**config.mk**
```make
export PLATFORM = sky130hd
export DESIGN_NAME = auto_white_balance_ycbcr_core
export DESIGN_NICKNAME = d
export VERILOG_FILES = /design/src/awb_pkg.sv /design/src/awb_fifo.sv /design/src/awb_front.sv /design/src/awb_back.sv /design/src/auto_white_balance_ycbcr_core.sv
export VERILOG_INCLUDE_DIRS = /design/src /design/src/src
export SDC_FILE = /design/constraint.sdc
export NUM_CORES = 2
export LEC_CHECK = 0
export CORE_MARGIN = 1
export CORE_UTILIZATION = 35
export DETAILED_ROUTE_END_ITERATION = 8
export DONT_BUFFER_PORTS = 1
export PLACE_DENSITY_LB_ADDON = 0.3
export SLEW_MARGIN = 20
export SYNTH_ARGS = -nofsm -noshare
export SYNTH_HDL_FRONTEND = slang
export SYNTH_HIERARCHICAL = 1
export SYNTH_SLANG_ARGS = --single-unit
```
**constraint.sdc**
```tcl
create_clock -name clk_i -period 22.6 [get_ports clk_i]
set_input_delay 1.13 -clock clk_i [delete_from_list [all_inputs] [get_ports clk_i]]
set_output_delay 1.13 -clock clk_i [all_outputs]
set_load 0.02 [all_outputs]
```
**src/auto_white_balance_ycbcr_core_assert.svh**
```systemverilog
// assertion macros used by the white balance back part
`ifndef AUTO_WHITE_BALANCE_YCBCR_CORE_ASSERT_SVH
`define AUTO_WHITE_BALANCE_YCBCR_CORE_ASSERT_SVH

// same-cycle implication, checked outside reset
`define AWB_ASSERT_IMP(lbl, ante, cons) \
  lbl: assert property (@(posedge clk_i) disable iff (!rst_ni) (ante) |-> (cons)) \
    else $error("awb assertion failed");

// next-cycle implication, checked outside reset
`define AWB_ASSERT_NXT(lbl, ante, cons) \
  lbl: assert property (@(posedge clk_i) disable iff (!rst_ni) (ante) |=> (cons)) \
    else $error("awb assertion failed");

`endif

```
**src/awb_pkg.sv**
```systemverilog
// ----------------------------------------------------------------------------
// awb_pkg
// Types and constants shared by the white balance core modules.
// ----------------------------------------------------------------------------
package awb_pkg;

  localparam int unsigned GAIN_W = 18;
  localparam logic [GAIN_W-1:0] GAIN_ONE = 18'd65536;
  localparam logic [GAIN_W-1:0] GAIN_MAX = 18'd262143;

  // gain steps in q16
  localparam logic [GAIN_W-1:0] STEP_COARSE = 18'd3277;
  localparam logic [GAIN_W-1:0] STEP_MID    = 18'd1311;
  localparam logic [GAIN_W-1:0] STEP_FINE   = 18'd328;
  localparam logic [GAIN_W-1:0] STEP_TINY   = 18'd66;

  localparam int unsigned THR_W = 10;
  localparam int unsigned ITER_W = 7;
  localparam logic signed [THR_W-1:0] THR_RESET = 10'sd180;
  localparam logic [ITER_W-1:0] ITER_RESET = 7'd80;

  // configuration register indexes
  localparam logic REG_THRESHOLD = 1'b0;
  localparam logic REG_MAX_ITER  = 1'b1;

  // depth of the internal and result queues
  localparam int unsigned QDEPTH = 4;

  typedef struct packed {
    logic [7:0] blue;
    logic [7:0] green;
    logic [7:0] red;
    logic       last;
  } pix_t;

  typedef struct packed {
    pix_t              pix;
    logic              conv;
    logic [ITER_W-1:0] iter;
  } result_t;

  // gains from the back part, plus frame end completion
  typedef struct packed {
    logic [GAIN_W-1:0] blue;
    logic [GAIN_W-1:0] red;
    logic              done;
  } awb_gain_t;

endpackage

```
**src/awb_fifo.sv**
```systemverilog
// ----------------------------------------------------------------------------
// awb_fifo
// Small register queue with full and empty flags.
// ----------------------------------------------------------------------------
module awb_fifo #(
  parameter int unsigned W     = 8,
  parameter int unsigned DEPTH = 4
) (
  input  logic         clk_i,
  input  logic         rst_ni,
  input  logic         push_i,
  input  logic [W-1:0] data_i,
  output logic         full_o,
  input  logic         pop_i,
  output logic [W-1:0] data_o,
  output logic         empty_o
);

  localparam int unsigned AW = (DEPTH > 1) ? $clog2(DEPTH) : 1;
  localparam logic [AW-1:0] LAST_PTR = AW'(DEPTH - 1);

  logic [W-1:0]  mem_q [DEPTH];
  logic [AW-1:0] wp_q, rp_q;
  logic [AW:0]   cnt_q;
  logic          do_push, do_pop;

  assign full_o  = (cnt_q == (AW+1)'(DEPTH));
  assign empty_o = (cnt_q == '0);
  assign do_push = push_i && !full_o;
  assign do_pop  = pop_i && !empty_o;
  assign data_o  = mem_q[rp_q];

  // storage write
  always_ff @(posedge clk_i) begin
    if (do_push) begin
      mem_q[wp_q] <= data_i;
    end
  end

  // pointers and fill count
  always_ff @(posedge clk_i or negedge rst_ni) begin
    if (!rst_ni) begin
      wp_q  <= '0;
      rp_q  <= '0;
      cnt_q <= '0;
    end else begin
      if (do_push) begin
        wp_q <= (wp_q == LAST_PTR) ? '0 : wp_q + 1'b1;
      end
      if (do_pop) begin
        rp_q <= (rp_q == LAST_PTR) ? '0 : rp_q + 1'b1;
      end
      if (do_push && !do_pop) begin
        cnt_q <= cnt_q + 1'b1;
      end else if (do_pop && !do_push) begin
        cnt_q <= cnt_q - 1'b1;
      end
    end
  end

endmodule

```
**src/awb_front.sv**
```systemverilog
// ----------------------------------------------------------------------------
// awb_front
// Accepts pixels, applies blue and red gains, holds off after a frame end.
// ----------------------------------------------------------------------------
module awb_front import awb_pkg::*; (
  input  logic      clk_i,
  input  logic      rst_ni,
  input  logic      push,
  output logic      full,
  input  logic [7:0] blue_in_i,
  input  logic [7:0] green_in_i,
  input  logic [7:0] red_in_i,
  input  logic      frame_last_i,
  input  awb_gain_t gain_i,
  input  logic      q_full_i,
  output logic      q_push_o,
  output pix_t      q_data_o
);

  logic hold_q, hold_d;
  logic accept;

  // round half up and saturate to a byte
  function automatic logic [7:0] scale_ch(input logic [7:0] c, input logic [GAIN_W-1:0] g);
    logic [GAIN_W+8:0] prod;
    logic [GAIN_W-8:0] v;
    prod = {1'b0, c} * {9'd0, g} + (GAIN_W+9)'(32768);
    v    = prod[GAIN_W+8:16];
    return (v > (GAIN_W-7)'(255)) ? 8'd255 : v[7:0];
  endfunction

  assign full     = hold_q || q_full_i;
  assign accept   = push && !full;
  assign q_push_o = accept;

  // corrected pixel into the queue
  always_comb begin
    q_data_o.blue  = scale_ch(blue_in_i, gain_i.blue);
    q_data_o.green = green_in_i;
    q_data_o.red   = scale_ch(red_in_i, gain_i.red);
    q_data_o.last  = frame_last_i;
  end

  // hold after a frame end until the gains are settled for the next frame
  always_comb begin
    hold_d = hold_q;
    if (accept && frame_last_i) begin
      hold_d = 1'b1;
    end else if (gain_i.done) begin
      hold_d = 1'b0;
    end
  end

  always_ff @(posedge clk_i or negedge rst_ni) begin
    if (!rst_ni) begin
      hold_q <= 1'b0;
    end else begin
      hold_q <= hold_d;
    end
  end

endmodule

```
**src/awb_back.sv**
```systemverilog
// ----------------------------------------------------------------------------
// awb_back
// Colour conversion, near-white sums and the frame end gain update.
// ----------------------------------------------------------------------------
`include "auto_white_balance_ycbcr_core_assert.svh"

module awb_back import awb_pkg::*; #(
  parameter int unsigned MAX_PIXELS = 4194304
) (
  input  logic                    clk_i,
  input  logic                    rst_ni,
  input  logic signed [THR_W-1:0] thresh_i,
  input  logic [ITER_W-1:0]       max_iter_i,
  input  logic                    q_empty_i,
  input  pix_t                    q_data_i,
  output logic                    q_pop_o,
  input  logic                    of_full_i,
  output logic                    of_push_o,
  output result_t                 of_data_o,
  output awb_gain_t               gain_o
);

  localparam int unsigned NW = $clog2(MAX_PIXELS + 1);
  localparam int unsigned TW = NW + 24;
  localparam int unsigned MW = TW + 4;
  localparam int unsigned SW = 2 * MW + 1;
  localparam logic [NW-1:0] PIX_LIMIT = NW'(MAX_PIXELS);

  localparam logic [2:0] ST_IDLE = 3'd0;
  localparam logic [2:0] ST_SQA  = 3'd1;
  localparam logic [2:0] ST_SQB  = 3'd2;
  localparam logic [2:0] ST_NSQ  = 3'd3;
  localparam logic [2:0] ST_DEC  = 3'd4;
  localparam logic [2:0] ST_OUT  = 3'd5;

  logic [2:0] st_q, st_d;

  logic               s1_v_q;
  pix_t               s1_pix_q;
  logic signed [26:0] s1_y_q, s1_cb_q, s1_cr_q;
  logic signed [26:0] y_c, cb_c, cr_c, white_m;

  logic signed [TW-1:0] cbt_q, crt_q, cbt_d, crt_d;
  logic [NW-1:0]        cnt_q, cnt_d;
  logic [TW-1:0]        cbm_q, crm_q, cbm_c, crm_c;
  logic                 cb_neg_q, cr_neg_q;

  logic [SW-1:0]     mc_q, acc_q;
  logic [MW-1:0]     mp_q;
  logic [2*NW-1:0]   nsq_q;
  logic [GAIN_W-1:0] bg_q, rg_q, step_c, g_sel, g_new;
  logic [GAIN_W:0]   g_up;
  logic              down_c, use_blue, chroma_big, do_upd;
  logic              settled_q;
  logic [ITER_W-1:0] iter_q;
  logic              idle, s1_adv, white;

  assign idle    = (st_q == ST_IDLE);
  assign s1_adv  = s1_v_q && idle && (s1_pix_q.last || !of_full_i);
  assign q_pop_o = !q_empty_i && idle && (!s1_v_q || (s1_adv && !s1_pix_q.last));

  // colour conversion in q16
  always_comb begin
    y_c  = 27'sd7471 * $signed({19'd0, q_data_i.blue})
         + 27'sd38470 * $signed({19'd0, q_data_i.green})
         + 27'sd19595 * $signed({19'd0, q_data_i.red});
    cb_c = 27'sd32768 * $signed({19'd0, q_data_i.blue})
         - 27'sd21710 * $signed({19'd0, q_data_i.green})
         - 27'sd11058 * $signed({19'd0, q_data_i.red});
    cr_c = 27'sd32768 * $signed({19'd0, q_data_i.red})
         - 27'sd27439 * $signed({19'd0, q_data_i.green})
         - 27'sd5329 * $signed({19'd0, q_data_i.blue});
  end

  always_ff @(posedge clk_i or negedge rst_ni) begin
    if (!rst_ni) begin
      s1_v_q <= 1'b0;
    end else if (q_pop_o) begin
      s1_v_q <= 1'b1;
    end else if ((s1_adv && !s1_pix_q.last) || (st_q == ST_OUT && !of_full_i)) begin
      s1_v_q <= 1'b0;
    end
  end

  always_ff @(posedge clk_i) begin
    if (q_pop_o) begin
      s1_pix_q <= q_data_i;
      s1_y_q   <= y_c;
      s1_cb_q  <= cb_c;
      s1_cr_q  <= cr_c;
    end
  end

  // near-white test and frame sums
  always_comb begin
    white_m = s1_y_q - (s1_cb_q < 0 ? -s1_cb_q : s1_cb_q)
            - (s1_cr_q < 0 ? -s1_cr_q : s1_cr_q);
    white   = white_m > $signed({{1{thresh_i[THR_W-1]}}, thresh_i, 16'd0});
    cbt_d   = cbt_q;
    crt_d   = crt_q;
    cnt_d   = cnt_q;
    if (s1_adv && cnt_q < PIX_LIMIT) begin
      cnt_d = cnt_q + 1'b1;
      if (white) begin
        cbt_d = cbt_q + TW'(s1_cb_q);
        crt_d = crt_q + TW'(s1_cr_q);
      end
    end
    if (st_q == ST_DEC) begin
      cbt_d = '0;
      crt_d = '0;
      cnt_d = '0;
    end
    cbm_c = cbt_d[TW-1] ? TW'(-cbt_d) : TW'(cbt_d);
    crm_c = crt_d[TW-1] ? TW'(-crt_d) : TW'(crt_d);
  end

  // sequencer state
  always_comb begin
    st_d = st_q;
    unique case (st_q)
      ST_IDLE: if (s1_adv && s1_pix_q.last) st_d = ST_SQA;
      ST_SQA:  if (mp_q[MW-1:1] == '0) st_d = ST_SQB;
      ST_SQB:  if (mp_q[MW-1:1] == '0) st_d = ST_NSQ;
      ST_NSQ:  st_d = ST_DEC;
      ST_DEC:  st_d = ST_OUT;
      ST_OUT:  if (!of_full_i) st_d = ST_IDLE;
      default: st_d = ST_IDLE;
    endcase
  end

  // gain update decision
  always_comb begin
    chroma_big = acc_q > SW'({nsq_q, 32'd0});
    do_upd     = !settled_q && (iter_q < max_iter_i) && chroma_big;
    use_blue   = cbm_q > crm_q;
    priority if (iter_q > 7'd55) step_c = STEP_TINY;
    else if (iter_q > 7'd40)     step_c = STEP_FINE;
    else if (iter_q > 7'd25)     step_c = STEP_MID;
    else                         step_c = STEP_COARSE;
    g_sel  = use_blue ? bg_q : rg_q;
    down_c = use_blue ? !cb_neg_q : (!cr_neg_q && crm_q != '0);
    g_up   = {1'b0, g_sel} + {1'b0, step_c};
    if (down_c) begin
      g_new = (g_sel > step_c) ? g_sel - step_c : '0;
    end else begin
      g_new = (g_up >= {1'b0, GAIN_MAX}) ? GAIN_MAX : g_up[GAIN_W-1:0];
    end
  end

  always_ff @(posedge clk_i or negedge rst_ni) begin
    if (!rst_ni) begin
      st_q      <= ST_IDLE;
      cbt_q     <= '0;
      crt_q     <= '0;
      cnt_q     <= '0;
      bg_q      <= GAIN_ONE;
      rg_q      <= GAIN_ONE;
      settled_q <= 1'b0;
      iter_q    <= '0;
    end else begin
      st_q  <= st_d;
      cbt_q <= cbt_d;
      crt_q <= crt_d;
      cnt_q <= cnt_d;
      if (st_q == ST_DEC) begin
        if (do_upd) begin
          if (use_blue) begin
            bg_q <= g_new;
          end else begin
            rg_q <= g_new;
          end
          iter_q <= iter_q + 1'b1;
        end else begin
          settled_q <= 1'b1;
        end
      end
    end
  end

  // shift-add squaring of ten times each chroma magnitude
  always_ff @(posedge clk_i) begin
    unique case (st_q)
      ST_IDLE: begin
        cbm_q    <= cbm_c;
        crm_q    <= crm_c;
        cb_neg_q <= cbt_d[TW-1];
        cr_neg_q <= crt_d[TW-1];
        mp_q     <= ({4'd0, cbm_c} << 3) + ({4'd0, cbm_c} << 1);
        mc_q     <= SW'(({4'd0, cbm_c} << 3) + ({4'd0, cbm_c} << 1));
        acc_q    <= '0;
      end
      ST_SQA, ST_SQB: begin
        if (mp_q[0]) begin
          acc_q <= acc_q + mc_q;
        end
        if (st_q == ST_SQA && mp_q[MW-1:1] == '0) begin
          mp_q <= ({4'd0, crm_q} << 3) + ({4'd0, crm_q} << 1);
          mc_q <= SW'(({4'd0, crm_q} << 3) + ({4'd0, crm_q} << 1));
        end else begin
          mp_q <= mp_q >> 1;
          mc_q <= mc_q << 1;
        end
      end
      ST_NSQ: nsq_q <= cnt_q * cnt_q;
      default: ;
    endcase
  end

  // results towards the output queue
  always_comb begin
    of_push_o      = (s1_adv && !s1_pix_q.last) || (st_q == ST_OUT && !of_full_i);
    of_data_o.pix  = s1_pix_q;
    of_data_o.conv = settled_q;
    of_data_o.iter = iter_q;
    gain_o.blue    = bg_q;
    gain_o.red     = rg_q;
    gain_o.done    = (st_q == ST_OUT) && !of_full_i;
  end

  `AWB_ASSERT_NXT(a_settled_sticky, settled_q, settled_q)
  `AWB_ASSERT_IMP(a_no_pop_busy, !idle, !q_pop_o)
  `AWB_ASSERT_NXT(a_iter_step, st_q != ST_DEC, iter_q == $past(iter_q))
  `AWB_ASSERT_IMP(a_frame_end_held, st_q == ST_OUT, s1_v_q && s1_pix_q.last)

endmodule

```
**src/auto_white_balance_ycbcr_core.sv**
```systemverilog
// path: a pixel is registered in the middle queue, the stage-one register and the result queue before the result ports
// throughput: one pixel per cycle inside a frame while the queues have room
// frame end: the serial squaring unit runs through the SQA and SQB states, then NSQ, DEC and OUT
// reset: gains to unity, sums and counters cleared, registers to reset values
// ----------------------------------------------------------------------------
// auto_white_balance_ycbcr_core
// Near-white auto white balance with per-frame gain adjustment.
// ----------------------------------------------------------------------------
module auto_white_balance_ycbcr_core import awb_pkg::*; #(
  parameter int unsigned MAX_PIXELS = 4194304
) (
  input  logic              clk_i,
  input  logic              rst_ni,
  input  logic              cfg_we_i,
  input  logic              cfg_idx_i,
  input  logic [THR_W-1:0]  cfg_data_i,
  input  logic              push,
  output logic              full,
  input  logic [7:0]        blue_in_i,
  input  logic [7:0]        green_in_i,
  input  logic [7:0]        red_in_i,
  input  logic              frame_last_i,
  output logic              empty,
  input  logic              pop,
  output logic [7:0]        blue_out_o,
  output logic [7:0]        green_out_o,
  output logic [7:0]        red_out_o,
  output logic              frame_last_out_o,
  output logic              converged_o,
  output logic [ITER_W-1:0] iteration_count_o
);

  logic signed [THR_W-1:0] thresh_q;
  logic [ITER_W-1:0]       max_iter_q;
  awb_gain_t               gain;
  logic                    q_push, q_full, q_pop, q_empty;
  pix_t                    q_wdata, q_rdata;
  logic                    of_push, of_full;
  result_t                 of_wdata, of_rdata;

  // configuration registers
  always_ff @(posedge clk_i or negedge rst_ni) begin
    if (!rst_ni) begin
      thresh_q   <= THR_RESET;
      max_iter_q <= ITER_RESET;
    end else if (cfg_we_i) begin
      unique case (cfg_idx_i)
        REG_THRESHOLD: thresh_q   <= $signed(cfg_data_i);
        REG_MAX_ITER:  max_iter_q <= cfg_data_i[ITER_W-1:0];
        default: ;
      endcase
    end
  end

  awb_front u_front (
    .clk_i, .rst_ni, .push, .full,
    .blue_in_i, .green_in_i, .red_in_i, .frame_last_i,
    .gain_i   (gain),
    .q_full_i (q_full),
    .q_push_o (q_push),
    .q_data_o (q_wdata)
  );

  // queue between the front and back parts
  awb_fifo #(.W($bits(pix_t)), .DEPTH(QDEPTH)) u_mid_q (
    .clk_i, .rst_ni,
    .push_i (q_push), .data_i (q_wdata), .full_o (q_full),
    .pop_i  (q_pop),  .data_o (q_rdata), .empty_o (q_empty)
  );

  awb_back #(.MAX_PIXELS(MAX_PIXELS)) u_back (
    .clk_i, .rst_ni,
    .thresh_i   (thresh_q),
    .max_iter_i (max_iter_q),
    .q_empty_i  (q_empty),
    .q_data_i   (q_rdata),
    .q_pop_o    (q_pop),
    .of_full_i  (of_full),
    .of_push_o  (of_push),
    .of_data_o  (of_wdata),
    .gain_o     (gain)
  );

  // result queue
  awb_fifo #(.W($bits(result_t)), .DEPTH(QDEPTH)) u_res_q (
    .clk_i, .rst_ni,
    .push_i (of_push), .data_i (of_wdata), .full_o (of_full),
    .pop_i  (pop),     .data_o (of_rdata), .empty_o (empty)
  );

  assign blue_out_o        = of_rdata.pix.blue;
  assign green_out_o       = of_rdata.pix.green;
  assign red_out_o         = of_rdata.pix.red;
  assign frame_last_out_o  = of_rdata.pix.last;
  assign converged_o       = of_rdata.conv;
  assign iteration_count_o = of_rdata.iter;

endmodule

```
==> metrics.md <==
| Metric | Value |
|---|---|
| Count of cell types in the netlist | `119` |
| Clock Skew | `approximately 94 ps` |
| Latest clock arrival within the worst-skew pair | `about 800 ps` |
| DP HPWL | `between 200000 and 250000 um` |
| Mean Syn Cell Area | `9.81 um2` |
| Area share of fa/ha/maj cells after synthesis | `about a third` |
| Gr ovfl total | `0` |
| Layout area overhead | `8.19%` |
| Largest net degree at the start of global routing | `198` |
| Vias in the first global route | `~75000` |
| Final Hold Viols | `0` |
| Setup crit start kind | `register` |
| Largest cells by area after synthesis | `edfxtp_1 22%, fa_1 16%, ha_1 15%, inv_1 5.4%, dfrtp_1 4.8%` |
| Slew Viols, Final | `0` |
| Crit path capture type | `register` |
| CP required | `23090 ps` |
| Crit Path Max Fanout | `between 50 and 60` |
| EDFF count, synth | `727` |
| Number of buffers added for setup after CTS | `0` |
| Depth of the CTS H-tree | `3` |
| Vias/cell | `about 5.2` |
| Gpl congestion | `approximately 0.94` |
| Nets | `~12000` |
| Clk sinks | `between 900 and 1000` |
| # resized after CTS | `0` |
| Final worst path period share | `roughly 64%` |
| Status | `finished clean` |
| Crit Path Category | `register to register` |
| DRC violations left | `0` |
| Initial antenna violation count | `6` |
| Max Cap Viol | `0` |
| Synth Area in Compound Gates | `between 10% and 20%` |
| DIE HEIGHT | `about 530 um` |
| Placed cell area | `roughly 100000 um2` |
| Crit path from | `u_back/s1_cr_q[1]` |
| Initial Util | `35.3%` |
| Port bufs | `0` |
| Worst-Margin Slew | `roughly 1100 ps` |
| Die W | `about 530 um` |
| Starting DRC count in detailed routing | `4258` |
| Hold/Removal Path Class | `input port to async pin` |
| Vias | `~72000` |
| I/O pin total | `76` |
| Synth warn | `6` |
| Drt pass-1 iters | `6` |
| Mapped Cells | `roughly 10000` |
| Finished Cell Area | `approximately 110000 um2` |
| Core ar. | `approximately 280000 um2` |
| Ys async rst share | `21.3%` |
| Post-synthesis sequential area ratio | `27.1%` |
| Die area | `~280000 um2` |
| Slew margin rel. | `between 20% and 30%` |
| RR Startpoint | `u_back/s1_cr_q[1]` |
| Synth top area share | `between 20% and 30%` |
| Final Hold Slack | `between 80 and 90 ps` |
| Most numerous cell in the Yosys netlist | `inv_1` |
| Clk root buf | `clkbuf_16` |
| CP arrival | `15000 ps` |
| Final ANT Viol Nets | `0` |
| Drt total wl | `around 270000 um` |
| Largest family of logic cells by synthesized area | `adder cells` |
| Post-Synth XOR/XNOR Area | `under 10%` |
| Multiplexer share of the synthesized area | `about 2.3%` |
| # setup viols final | `0` |
| Row Count | `between 150 and 200` |
| Share of cells above drive strength 1 | `under 10%` |
| GRT Total Usage | `18.9%` |
| CP max stage delay | `about 640 ps` |
| Final Critical Period | `around 15000 ps` |
| Setup TNS | `0 ps` |
| Crit path max-delay cell type | `a2111oi_4` |
| F_max | `69.0 MHz` |
| Wirelength per Cell | `between 15 and 20 um` |
| Inserted Clock Buffers | `between 100 and 150` |
| Clock buffer depth | `3` |
| Clk pin slew, worst setup/hold paths | `about 60 ps` |
| Simple-Gate Fraction of Synth Area | `~14%` |
| Synth cell count leaders | `1421 x inv_1, 1189 x ha_1, 803 x fa_1` |
| Hold buffer count at cts | `0` |
| Yosys reg bits | `about 920` |
| CTS tree | `yes` |
| Most common cell on crit path | `o21ai_0` |
| Area leader, netlist | `edfxtp_1` |
| Top_reg_cell synth | `edfxtp_1` |
| Global-route wire length before repair | `roughly 420000 um` |
| RSZ-0062 raised after global routing | `no` |
| Cell Area, Synth | `roughly 99000 um2` |
final timing paths:
check / endpoint / slack [ps] / depth (start not counted)
max: u_back/mp_q[49] / 8100 / 55
min: max_iter_q[0] / 90 / 0
max reg2reg: u_back/mp_q[49] / 8100 / 55
min reg2reg: u_res_q/mem_q[1][14] / 480 / 0
max in group asynchronous: u_back/rg_q[10] / 21890 / 0
min in group clk_i: u_mid_q/mem_q[3][0] / 430 / 0
layout by cell type (no fill, tap or decap), types with 38 or more instances in the layout:
| cell type | synthesis | final |
|---|---|---|
| inv_1 | 1421 | 1421 |
| nand2_1 | 736 | 736 |
| and2_1 | 391 | 388 |
| edfxtp_1 | 727 | 727 |
| nand4_1 | 89 | 89 |
| nand2b_1 | 104 | 104 |
| xnor2_1 | 410 | 410 |
| nand3_1 | 136 | 136 |
| o21ai_0 | 307 | 306 |
| o21a_1 | 71 | 71 |
| and3_1 | 125 | 125 |
| mux2_2 | 38 | 38 |
| nor2_1 | 613 | 605 |
| ha_1 | 1189 | 1189 |
| dfrtp_1 | 189 | 186 |
| nor4_1 | 71 | 70 |
| a211oi_1 | 92 | 92 |
| mux4_2 | 58 | 58 |
| a21oi_1 | 603 | 599 |
| a21o_1 | 290 | 287 |
| fa_1 | 803 | 803 |
| xor2_1 | 241 | 241 |
| clkbuf_16 | 0 | 112 |
| or3_1 | 66 | 66 |
| buf_4 | 13 | 72 |
| o21bai_1 | 101 | 101 |
| nor3_1 | 141 | 140 |
| nor2b_1 | 79 | 78 |
| a31oi_1 | 64 | 64 |
flip-flops by register name (all words and copies together) (netlist names), 25 cells and up:
register	cells
u_back/cbm_q	47
u_back/s1_y_q	25
u_back/mp_q	51
u_back/acc_q	102
u_back/nsq_q	45
u_mid_q/mem_q	100
u_back/mc_q	102
u_back/s1_cr_q	25
u_back/crm_q	47
u_back/of_data_o	25
u_back/crt_q	47
u_res_q/mem_q	132
u_back/cbt_q	47
critical path: cells and delay by family, from the launching register on:
family | cells | cell delay [ps]
AND/OR/NAND/NOR | 14 | 3240
buffers and inverters | 3 | 260
AO/OA/AOI/OAI | 30 | 8160
adder cells (fa/ha/maj) | 5 | 1640
XOR/XNOR | 3 | 500
flip-flops | 1 | 430
metal layers:
layer | up-vias | track usage [%] | routed length [um]
met3 | 339 | 2.48 | 13000
met1 | 35800 | 25.2 | 123000
met2 | 1638 | 31.5 | 125000
met4 | 2 | 6.00 | 8710
li1 | 34500 | - | -
met5 | - | 0 | 12
area by class of cell:
cell class | count | area (um2)
clock buffer | 136 | 2930
inverter | 1424 | 5350
sequential | 924 | 26800
timing repair buffer | 72 | 541
tap | 3724 | 4660
multi-input combinational | 7456 | 65600
clock inverter | 73 | 956
antenna | 2 | 5.00
fill | 27500 | 173000
cells by family (layout without fill, tap and decap cells):
kind of cell | count (synthesis) | in the layout
and+or+nand+nor | 2709 | 2709
buffers and inverters | 1685 | 1705
xor gates and xnor gates | 651 | 651
AOI/OAI and AO/OA | 1955 | 1955
other | 1 | 4
adders and majority gates | 1992 | 1992
DFF | 924 | 924
muxes | 147 | 147
stage by stage:
| stage | instances | setup slack, ps | util, % |
|---|---|---|---|
| 4_1_cts | 13800 | 8150 | 38.1 |
| 5_1_grt | 13800 | 7050 | 38.1 |
| 2_1_floorplan | 10100 | 8070 | - |
| 3_5_place_dp | 13600 | 8220 | 36.8 |
| 6_report | 13800 | 8100 | 38.1 |
| 3_3_place_gp | 13600 | 8450 | 36.8 |
Power is left out: the tool's default activity adds up to more than one toggle a clock period on the data nets, which glitch-free logic cannot reach.
